<file path="config.mk">
export PLATFORM = sky130hd
export DESIGN_NAME = clcu_fifo
export DESIGN_NICKNAME = d
export VERILOG_FILES = /design/src/sv/clcu_pkg.sv /design/src/sv/clcu_fifo.sv
export SDC_FILE = /design/constraint.sdc
export NUM_CORES = 1
export LEC_CHECK = 0
export ABC_AREA = 1
export BUFFER_PORTS_ARGS = -buffer_cell sky130_fd_sc_hd__buf_2
export CORE_MARGIN = 4
export CORE_UTILIZATION = 52
export CTS_CLUSTER_SIZE = 24
export DETAILED_ROUTE_END_ITERATION = 10
export PLACE_DENSITY = 0.8
export SLEW_MARGIN = 15
export SYNTH_ARGS = -nofsm -noshare
export SYNTH_HDL_FRONTEND = slang
export SYNTH_SLANG_ARGS = --single-unit
</file>
<file path="constraint.sdc">
create_clock -name clk -period 11.54 [get_ports clk]
set_input_delay 0.577 -clock clk [delete_from_list [all_inputs] [get_ports clk]]
set_output_delay 0.577 -clock clk [all_outputs]
set_load 0.005 [all_outputs]
</file>
<file path="src/sv/clcu_pkg.sv">
`timescale 1ns / 1ps
package clcu_pkg;

    // operation codes
    localparam logic [2:0] OP_EDGE   = 3'd0;
    localparam logic [2:0] OP_OPEN   = 3'd1;
    localparam logic [2:0] OP_COMMIT = 3'd2;
    localparam logic [2:0] OP_ROLL   = 3'd3;
    localparam logic [2:0] OP_ADD    = 3'd4;
    localparam logic [2:0] OP_CLEAR  = 3'd5;

    // configuration register indexes
    localparam logic [1:0] CFG_GRID_EN   = 2'd0;
    localparam logic [1:0] CFG_ROWS_USED = 2'd1;
    localparam logic [1:0] CFG_COLS_USED = 2'd2;

    localparam int COORD_W = 6;
    localparam logic [8:0] CUT_NUM = 9'd393;

    // classified request handed from front to back
    typedef struct packed {
        logic [2:0]         op;
        logic               neg;
        logic [15:0]        weight;
        logic               placed;
        logic [23:0]        wd_prod;
        logic               cut_ok;
        logic [COORD_W-1:0] row_lo;
        logic [COORD_W-1:0] row_hi;
        logic [COORD_W-1:0] col_lo;
        logic [COORD_W-1:0] col_hi;
        logic [31:0]        cost_term;
    } cmd_t;

    // back end status seen by the top level
    typedef struct packed {
        logic sp_open;
        logic log_empty;
        logic log_over;
    } status_t;

    // 64-bit saturating add
    function automatic logic signed [63:0] sat_add64(input logic signed [63:0] a,
                                                     input logic signed [63:0] b);
        logic signed [63:0] s;
        s = a + b;
        if (a[63] == b[63] && s[63] != a[63])
            sat_add64 = a[63] ? {1'b1, 63'b0} : {1'b0, {63{1'b1}}};
        else
            sat_add64 = s;
    endfunction

    // clamp 33-bit load sum to the 32-bit signed range
    function automatic logic signed [31:0] sat_load(input logic signed [32:0] v);
        if (v[32] != v[31])
            sat_load = v[32] ? {1'b1, 31'b0} : {1'b0, {31{1'b1}}};
        else
            sat_load = v[31:0];
    endfunction

endpackage

</file>
<file path="src/sv/clcu_fifo.sv">
`timescale 1ns / 1ps
module clcu_fifo (
    input  logic           clk,
    input  logic           rst_n,
    input  logic           push,
    input  clcu_pkg::cmd_t wr_data,
    output logic           full,
    input  logic           pop,
    output logic           not_empty,
    output clcu_pkg::cmd_t rd_data
);
    import clcu_pkg::*;

    cmd_t       slot_reg [2];
    logic       wr_ptr_reg;
    logic       rd_ptr_reg;
    logic [1:0] cnt_reg;

    assign full      = (cnt_reg == 2'd2);
    assign not_empty = (cnt_reg != 2'd0);
    assign rd_data   = slot_reg[rd_ptr_reg];

    // two-entry request queue
    always_ff @(posedge clk or negedge rst_n)
    begin
        if (!rst_n)
        begin
            wr_ptr_reg <= 1'b0;
            rd_ptr_reg <= 1'b0;
            cnt_reg    <= 2'd0;
        end
        else
        begin
            if (push)
                wr_ptr_reg <= ~wr_ptr_reg;
            if (pop)
                rd_ptr_reg <= ~rd_ptr_reg;
            if (push && !pop)
                cnt_reg <= cnt_reg + 2'd1;
            else if (pop && !push)
                cnt_reg <= cnt_reg - 2'd1;
        end
    end

    // payload storage
    always_ff @(posedge clk)
    begin
        if (push)
            slot_reg[wr_ptr_reg] <= wr_data;
    end

endmodule

</file>
==> results.cfg <==
[clock_network]
cts_buffer_depth = 3
htree_levels = 1
post_cts_buffers = 0
insertion_delay_ns = 0.47
cts_tree = done
numCtsBuffers = 21
post_cts_resized = 0
path_clk_slew_ns = 0.06
clock_sinks = 208
clockRootBuffer = clkbuf_16

[synth]
synthCells = 342
synthesis.nets = 449
ys_ff_latch = 208
yosys.cell_types.count = 14
syn_area_um2 = 7580
seq_area_frac_synth_pct = 82.1
avgSynthCellArea_um2 = 22.2
synth_warnings = 0

[worst_setup_path]
cp-start-kind = flip-flop
required_ns = 10.96
path_max_fanout = 58
path_class = reg -> out
cp_cell_sequence = buf_4 > mux2_2 > buf_2
arrival_ns = 2.62
cpPeakStageDelay_ns = 0.82
slowest_stage = dfrtp_4
cp-end-kind = output pin

[run_status]
status = finished, final reports clean

[drt]
ant_nets = 0
wl_per_cell_um = 18.6
drc_errors = 0
drt_iter0_drc = 144
routed_via_density = 5.06
vias = 3850
dr.pass1.iters = 4
drt_wl_total_mm = 14.1

[pwr]
power.density_nw_per_um2 = 238
ir_drop_mv = 0.144
power.leakage_nw = 3.60

[finish]
final_common_cell = buf_2
antennaDiodeCount = 0
drive_above_1_share_pct = 59.9
final_cell_mix = 209 x buf_2, 204 x edfxtp_1, 102 x mux2_2, 21 x clkbuf_16
fin_nets = 675
final_cells = 761
largest_reg_flops = 204
syn2layout_area_growth_pct = 24.9

[sta]
clock_skew_ns = 0.00348
setup_violations = 0
worst_pin_slew_ns = 0.852
max_freq_ghz = 0.313
final_hold_viol_count = 0
rsz0062_at_grt = false
maxSlewHeadroom_pct = 43.2
slew_violations = 0
tns_ns = 0
fin_crit_sh_pct = 27.7
min_period_ns = 3.19

[floorplan]
die_w_um = 129
design.portCount = 210
start_util_pct = 53.8
die_area_um2 = 16600
core_um2 = 14100
rows = 43
die_h_um = 129

[grt]
antenna_found_initial = 0
grt_max_degree = 65
grt_overflow_total = 0
grt_pass1_vias = 4168
grt_pass1_wl_mm = 21.1
grt_usage_pct = 16.3

[placement]
gp_congestion = 0.721
hpwlAfterDp_mm = 9.40
port_buffers = 209
dp.cells = 723

[hold_path]
hold_path.class = in -> reg

[run]
maxCapViolations = 0
## repair_timing
action	4_1_cts	5_1_grt
endpoints found under the setup margin	0	0
hold endpoints to repair	4	0
hold buffers	1	0
## cell families (layout without fill, tap and decap cells)
group | after synthesis | in the layout | share of synthesized area (%)
mux | 102 | 102 | 15.1
simple gates | 10 | 10 | 0.545
flops | 208 | 208 | 82.1
buf+inv | 18 | 257 | 1.68
xor+xnor | 3 | 3 | 0.347
fa+ha+maj | 1 | 1 | 0.165
## layer usage
metal	track usage, %	up-vias	part of all wire (%)
met4	3.52	0	1.1
met2	28.4	179	51
li1	-	1795	-
met5	0	-	0
met3	5.60	12	11
met1	19.9	1864	37
## area by class of cell
| cell class | count | area (um2) |
|---|---|---|
| Inverter | 7 | 28.8 |
| Sequential cell | 208 | 6230 |
| Fill cell | 945 | 4630 |
| Clock buffer | 22 | 529 |
| Tap cell | 180 | 225 |
| Timing Repair Buffer | 214 | 1100 |
| Multi-Input combinational cell | 116 | 1240 |
| Clock inverter | 14 | 119 |
## synth_stat cells
master / instances / area (um2)
inv_1: 7 / 26.3
buf_6: 7 / 78.8
nand2_1: 6 / 22.5
nand4_1: 1 / 6.26
buf_2: 3 / 15.0
nand3_1: 1 / 5.00
dfrtp_1: 4 / 100
buf_4: 1 / 7.51
xor2_1: 2 / 17.5
edfxtp_1: 204 / 6130
nor2_1: 2 / 7.51
ha_1: 1 / 12.5
xnor2_1: 1 / 8.76
mux2_2: 102 / 1150
## final timing paths
kind | from | to | slack (ns) | cells past startpoint
setup / recovery | rd_ptr_reg | rd_data[55] | 8.35 | 3
hold / removal | wr_data[93] | slot_reg[1][93] | 0.29 | 1
setup reg to reg | wr_ptr_reg | slot_reg[1][68] | 9.39 | 3
hold reg to reg | cnt_reg[1] | cnt_reg[1] | 0.49 | 2
max in group asynchronous | rst_n | rd_ptr_reg | 10.94 | 2
min in group asynchronous | rst_n | rd_ptr_reg | 0.46 | 2
## critical path, delay by kind of cell, from the launching register on
kind / cells / cell delay [ns]
flops: 1 / 0.82
mux: 1 / 0.42
buf+inv: 2 / 0.83
## per-stage QoR
| stage | hold slack [ns] | worst slack (ns) | utilization, % | power, mW | instance area (um2) |
|---|---|---|---|---|---|
| 4_1_cts | 0.275 | 8.30 | 67.0 | 2.28 | 9450 |
| 6_report | 0.294 | 8.35 | 67.2 | 2.25 | 9470 |
| 3_5_place_dp | 0.386 | 8.57 | 62.3 | 1.64 | 8790 |
| 3_3_place_gp | 0.388 | 8.60 | 62.3 | 1.62 | 8790 |
| 2_1_floorplan | 0.281 | 6.09 | - | 1.43 | 7580 |
| 5_1_grt | 0.277 | 8.21 | 67.2 | 2.37 | 9470 |
## report_power, final
part           internal (mW)  switching (mW)  total (mW)
clock network          0.376           0.258       0.633
logic                  0.286           0.265       0.551
registers               1.00          0.0642        1.07
total                   1.67           0.587        2.25
Note: power is estimated with default switching activity, not from simulation.
