### src/sv/clcu_pkg.sv
`timescale 1ns / 1ps
package clcu_pkg;

    // operation codes
    localparam logic [2:0] OP_EDGE   = 3'd0;
    localparam logic [2:0] OP_OPEN   = 3'd1;
    localparam logic [2:0] OP_COMMIT = 3'd2;
    localparam logic [2:0] OP_ROLL   = 3'd3;
    localparam logic [2:0] OP_ADD    = 3'd4;
    localparam logic [2:0] OP_CLEAR  = 3'd5;

    // configuration register indexes
    localparam logic [1:0] CFG_GRID_EN   = 2'd0;
    localparam logic [1:0] CFG_ROWS_USED = 2'd1;
    localparam logic [1:0] CFG_COLS_USED = 2'd2;

    localparam int COORD_W = 6;
    localparam logic [8:0] CUT_NUM = 9'd393;

    // classified request handed from front to back
    typedef struct packed {
        logic [2:0]         op;
        logic               neg;
        logic [15:0]        weight;
        logic               placed;
        logic [23:0]        wd_prod;
        logic               cut_ok;
        logic [COORD_W-1:0] row_lo;
        logic [COORD_W-1:0] row_hi;
        logic [COORD_W-1:0] col_lo;
        logic [COORD_W-1:0] col_hi;
        logic [31:0]        cost_term;
    } cmd_t;

    // back end status seen by the top level
    typedef struct packed {
        logic sp_open;
        logic log_empty;
        logic log_over;
    } status_t;

    // 64-bit saturating add
    function automatic logic signed [63:0] sat_add64(input logic signed [63:0] a,
                                                     input logic signed [63:0] b);
        logic signed [63:0] s;
        s = a + b;
        if (a[63] == b[63] && s[63] != a[63])
            sat_add64 = a[63] ? {1'b1, 63'b0} : {1'b0, {63{1'b1}}};
        else
            sat_add64 = s;
    endfunction

    // clamp 33-bit load sum to the 32-bit signed range
    function automatic logic signed [31:0] sat_load(input logic signed [32:0] v);
        if (v[32] != v[31])
            sat_load = v[32] ? {1'b1, 31'b0} : {1'b0, {31{1'b1}}};
        else
            sat_load = v[31:0];
    endfunction

endpackage

### src/sv/clcu_front.sv
`timescale 1ns / 1ps
module clcu_front (
    input  logic [2:0]         operation,
    input  logic               remove,
    input  logic [15:0]        edge_weight,
    input  logic               endpoints_placed,
    input  logic [7:0]         distance,
    input  logic signed [6:0]  src_row,
    input  logic signed [6:0]  src_col,
    input  logic signed [6:0]  dst_row,
    input  logic signed [6:0]  dst_col,
    input  logic signed [31:0] cost_term,
    output clcu_pkg::cmd_t     cmd
);
    import clcu_pkg::*;

    logic [COORD_W-1:0] sr;
    logic [COORD_W-1:0] sc;
    logic [COORD_W-1:0] dr;
    logic [COORD_W-1:0] dc;

    assign sr = src_row[COORD_W-1:0];
    assign sc = src_col[COORD_W-1:0];
    assign dr = dst_row[COORD_W-1:0];
    assign dc = dst_col[COORD_W-1:0];

    // classify the request and order the cut ranges
    always_comb
    begin
        cmd.op        = operation;
        cmd.neg       = remove;
        cmd.weight    = edge_weight;
        cmd.placed    = endpoints_placed;
        cmd.wd_prod   = 24'(edge_weight * distance);
        cmd.cut_ok    = !src_row[6] && !src_col[6] && !dst_row[6] && !dst_col[6]
                        && (edge_weight != 16'd0);
        cmd.row_lo    = (sr < dr) ? sr : dr;
        cmd.row_hi    = (sr < dr) ? dr : sr;
        cmd.col_lo    = (sc < dc) ? sc : dc;
        cmd.col_hi    = (sc < dc) ? dc : sc;
        cmd.cost_term = cost_term;
    end

endmodule

### config.mk
export PLATFORM = sky130hd
export DESIGN_NAME = clcu_front
export DESIGN_NICKNAME = d
export VERILOG_FILES = /design/src/sv/clcu_pkg.sv /design/src/sv/clcu_front.sv
export SDC_FILE = /design/constraint.sdc
export NUM_CORES = 1
export LEC_CHECK = 0
export BUFFER_PORTS_ARGS = -buffer_cell sky130_fd_sc_hd__clkbuf_2
export CAP_MARGIN = 20
export CORE_ASPECT_RATIO = 1.75
export CORE_MARGIN = 3
export CORE_UTILIZATION = 40
export DETAILED_ROUTE_END_ITERATION = 7
export PLACE_DENSITY = 0.8
export SLEW_MARGIN = 5
export SYNTH_ARGS = -nofsm -noshare
export SYNTH_HDL_FRONTEND = slang
export SYNTH_SLANG_ARGS = --single-unit
### constraint.sdc
create_clock -name vclk -period 4.73
set_input_delay 0.2365 -clock vclk [all_inputs]
set_output_delay 0.2365 -clock vclk [all_outputs]
set_load 0.02 [all_outputs]
==> results.md <==
- Outcome: finished with violations
- Violated checks: negative setup slack
- Peak supply drop: 0.00111 V
- Core box area: 12,200 um2
- Net Sw Frac: 0.536
- DRT iter0 DRCs: 172
- Effective utilization at floorplan: 0.414
- CP Data Arrival Time: 4600 ps
- Clock share of power: 0
- Comb pwr share: 1.000
- Crit path largest cell delay: 540 ps
- RSZ-0062 raised after global routing: true
- Total gr overflow: 0
- Final setup violation count: 2
- Die width: 90.9 um
- Critical Path RT: 4490 ps
- Sequential cell count: 0
- Placer congestion estimate: 0.921
- Area of the die: 14,100 um2
- FP Rows: 53
- Wire per inst: 14.8 um
- Layout cells sized above 1: 0.387
- # DRC: 0
- CP startpoint: distance[5]
- Static leakage power: 3.44 nW
- Switching power total: 2.02 mW
- DRT Pass-1 Iters: 5
- Cell Pwr Density: 583 nW/um2
- Synth unique cells: 43
- Hold_buf cts: 0
- # nets final: 950
- Antenna Nets Post-Route: 0
- Min cycle time layout: 4840 ps
- Clk_buf instances: 0
- Hpwl dp: 11,000 um
- Worst slew pin tran: 948 ps
- Worst-path cell chain: clkbuf_16 -> and2_4 -> fa_1 -> inv_1 -> fa_1 -> inv_1 -> fa_1 -> inv_1 -> fa_1 -> inv_2 -> ha_4 -> buf_6 -> a311o_1 -> a221o_1 -> a21o_1 -> a221o_1 -> xor2_2 -> clkbuf_8
- Vias per inst: 4.97
- Ant diodes: 0
- Warnings, synthesis: 0
- Avg Inst Size Synth: 8.58 um2
- Non-filler cells, final: 886
- Final Cycle Share: 1.02
- Slowest stage cell, crit path: fa_1
- Global-route wire length before repair: 20,800 um
- Hold EP: cmd[100]
- Slew headroom: 0.364
- Max cap viols: 0
- Hold Vio Cnt, Final: 0
- Slew Viols, Final: 0
- Storage cell area: 0 um2
- Placed cells: 880
- Post-synth net total: 816
- Final wirelength: 13,100 um
- Commonest non-fill, non-tap cell in the layout: inv_1
- CP Max Fanout: 10
- Commonest non-fill, non-tap cells in the layout: inv_1 (108), and2_1 (104), clkbuf_2 (95), buf_4 (83), fa_1 (77)
- Pwr Total: 3.77 mW
- Hold path startpoint: operation[1]
- Vias in the first global route: 4,739
- Cell Area, Synth: 5050 um2
- Top post-synthesis cells by area: fa_1 (33%), and2_1 (14%), ha_1 (13%), inv_1 (8.2%), buf_4 (7.9%)
- Most frequent cell on the critical path: fa_1
- Die H: 155 um
- Final WS setup: -109 ps
- Initial antenna violation count: 0
- Fraction of the yosys area taken by sequential cells: 0
- DR vias: 4,403
- Largest net degree at the start of global routing: 17
- FMAX: 207 MHz
- Port bufs: 117
- CP Capture Type: output port
- Hold Path Depth: 0
- Part of the power in registers: 0
- Min-delay worst type: in2out
- Area fraction of the dominant cell type after synthesis: 0.333
- Crit path launch type: primary input
- Total track usage: 0.176
- Area leader, netlist: fa_1
- Mapped Cells: 589
- Num ports: 191
- P_int: 1.75 mW
- Layout area overhead: 28.1%
- Type of the worst setup path: in2out
-- worst max-delay path by stage --
stage,end,slack (ps)
floorplan,cmd[79],5
global placement,cmd[79],-290
detailed placement,cmd[79],-320
CTS,cmd[79],-80
global route,cmd[79],-190
finish,cmd[79],-110
-- timing repair --
item                       4_1_cts  5_1_grt
resized for setup               56       51
pin swaps                       21       38
setup endpoints to repair       13       12
buffers inserted                 5        1
-- power groups by stage --
stage               Sequential, mW  Clock [mW]  Combinational (mW)
finish                           0           0                3.77
CTS                              0           0                3.57
global route                     0           0                4.10
floorplan                        0           0                2.05
global placement                 0           0                3.18
detailed placement               0           0                3.22
-- logic make-up (layout without fill, tap and decap cells) --
group	after synthesis	in the layout	share of synthesized area
muxes	24	24	0.0535
xor gates and xnor gates	18	18	0.0312
and+or+nand+nor	171	171	0.195
AOI/OAI and AO/OA	60	60	0.0817
buffers and inverters	178	310	0.172
adders and majority gates	138	138	0.467
-- synth_stat cells, drive strengths merged, types with 2 or more instances --
cell type,count
o2111ai,2
nand2b,3
xnor2,11
nor2,6
o21ai,8
mux2,24
a221o,2
inv,110
o21bai,2
and3,2
fa,84
ha,54
xor2,7
buf,53
nand2,29
nand3,2
a21oi,16
nor4,5
a211oi,2
nand4,5
a31oi,2
a21o,13
and2,114
or2,2
o21a,3
clkbuf,15
-- layer usage --
metal	global-route usage	share of wire
met4	0.0640	0.030
met1	0.171	0.34
met3	0.0131	0.046
met2	0.370	0.59
met5	0	0
-- stage by stage --
step                      setup WS, ps  setup TNS [ps]  hold slack, ps  utilization  area, um2
final                             -109            -135             473        0.530       6470
after global routing              -187            -357             473        0.530       6470
after CTS                        -81.5           -81.5             473        0.518       6320
after detailed placement          -317           -2290             473        0.492       6000
after global placement            -294           -1420             473        0.492       6000
after floorplan                   4.92               0             586            -       5080
-- cell type report --
cell class                      instances  area (um2)
Timing Repair Buffer                  200        1390
Multi-Input combinational cell        411        4460
Fill cell                            1120        5730
Inverter                              110         413
Tap cell                              165         206
-- critical path, delay by kind of cell --
kind	cells	cell delay (ps)
compound gates	4	1260
xor+xnor	1	150
fa+ha+maj	5	2200
buf+inv	7	610
simple gates	1	140
No activity file was read; power rests on OpenSTA's default activity.
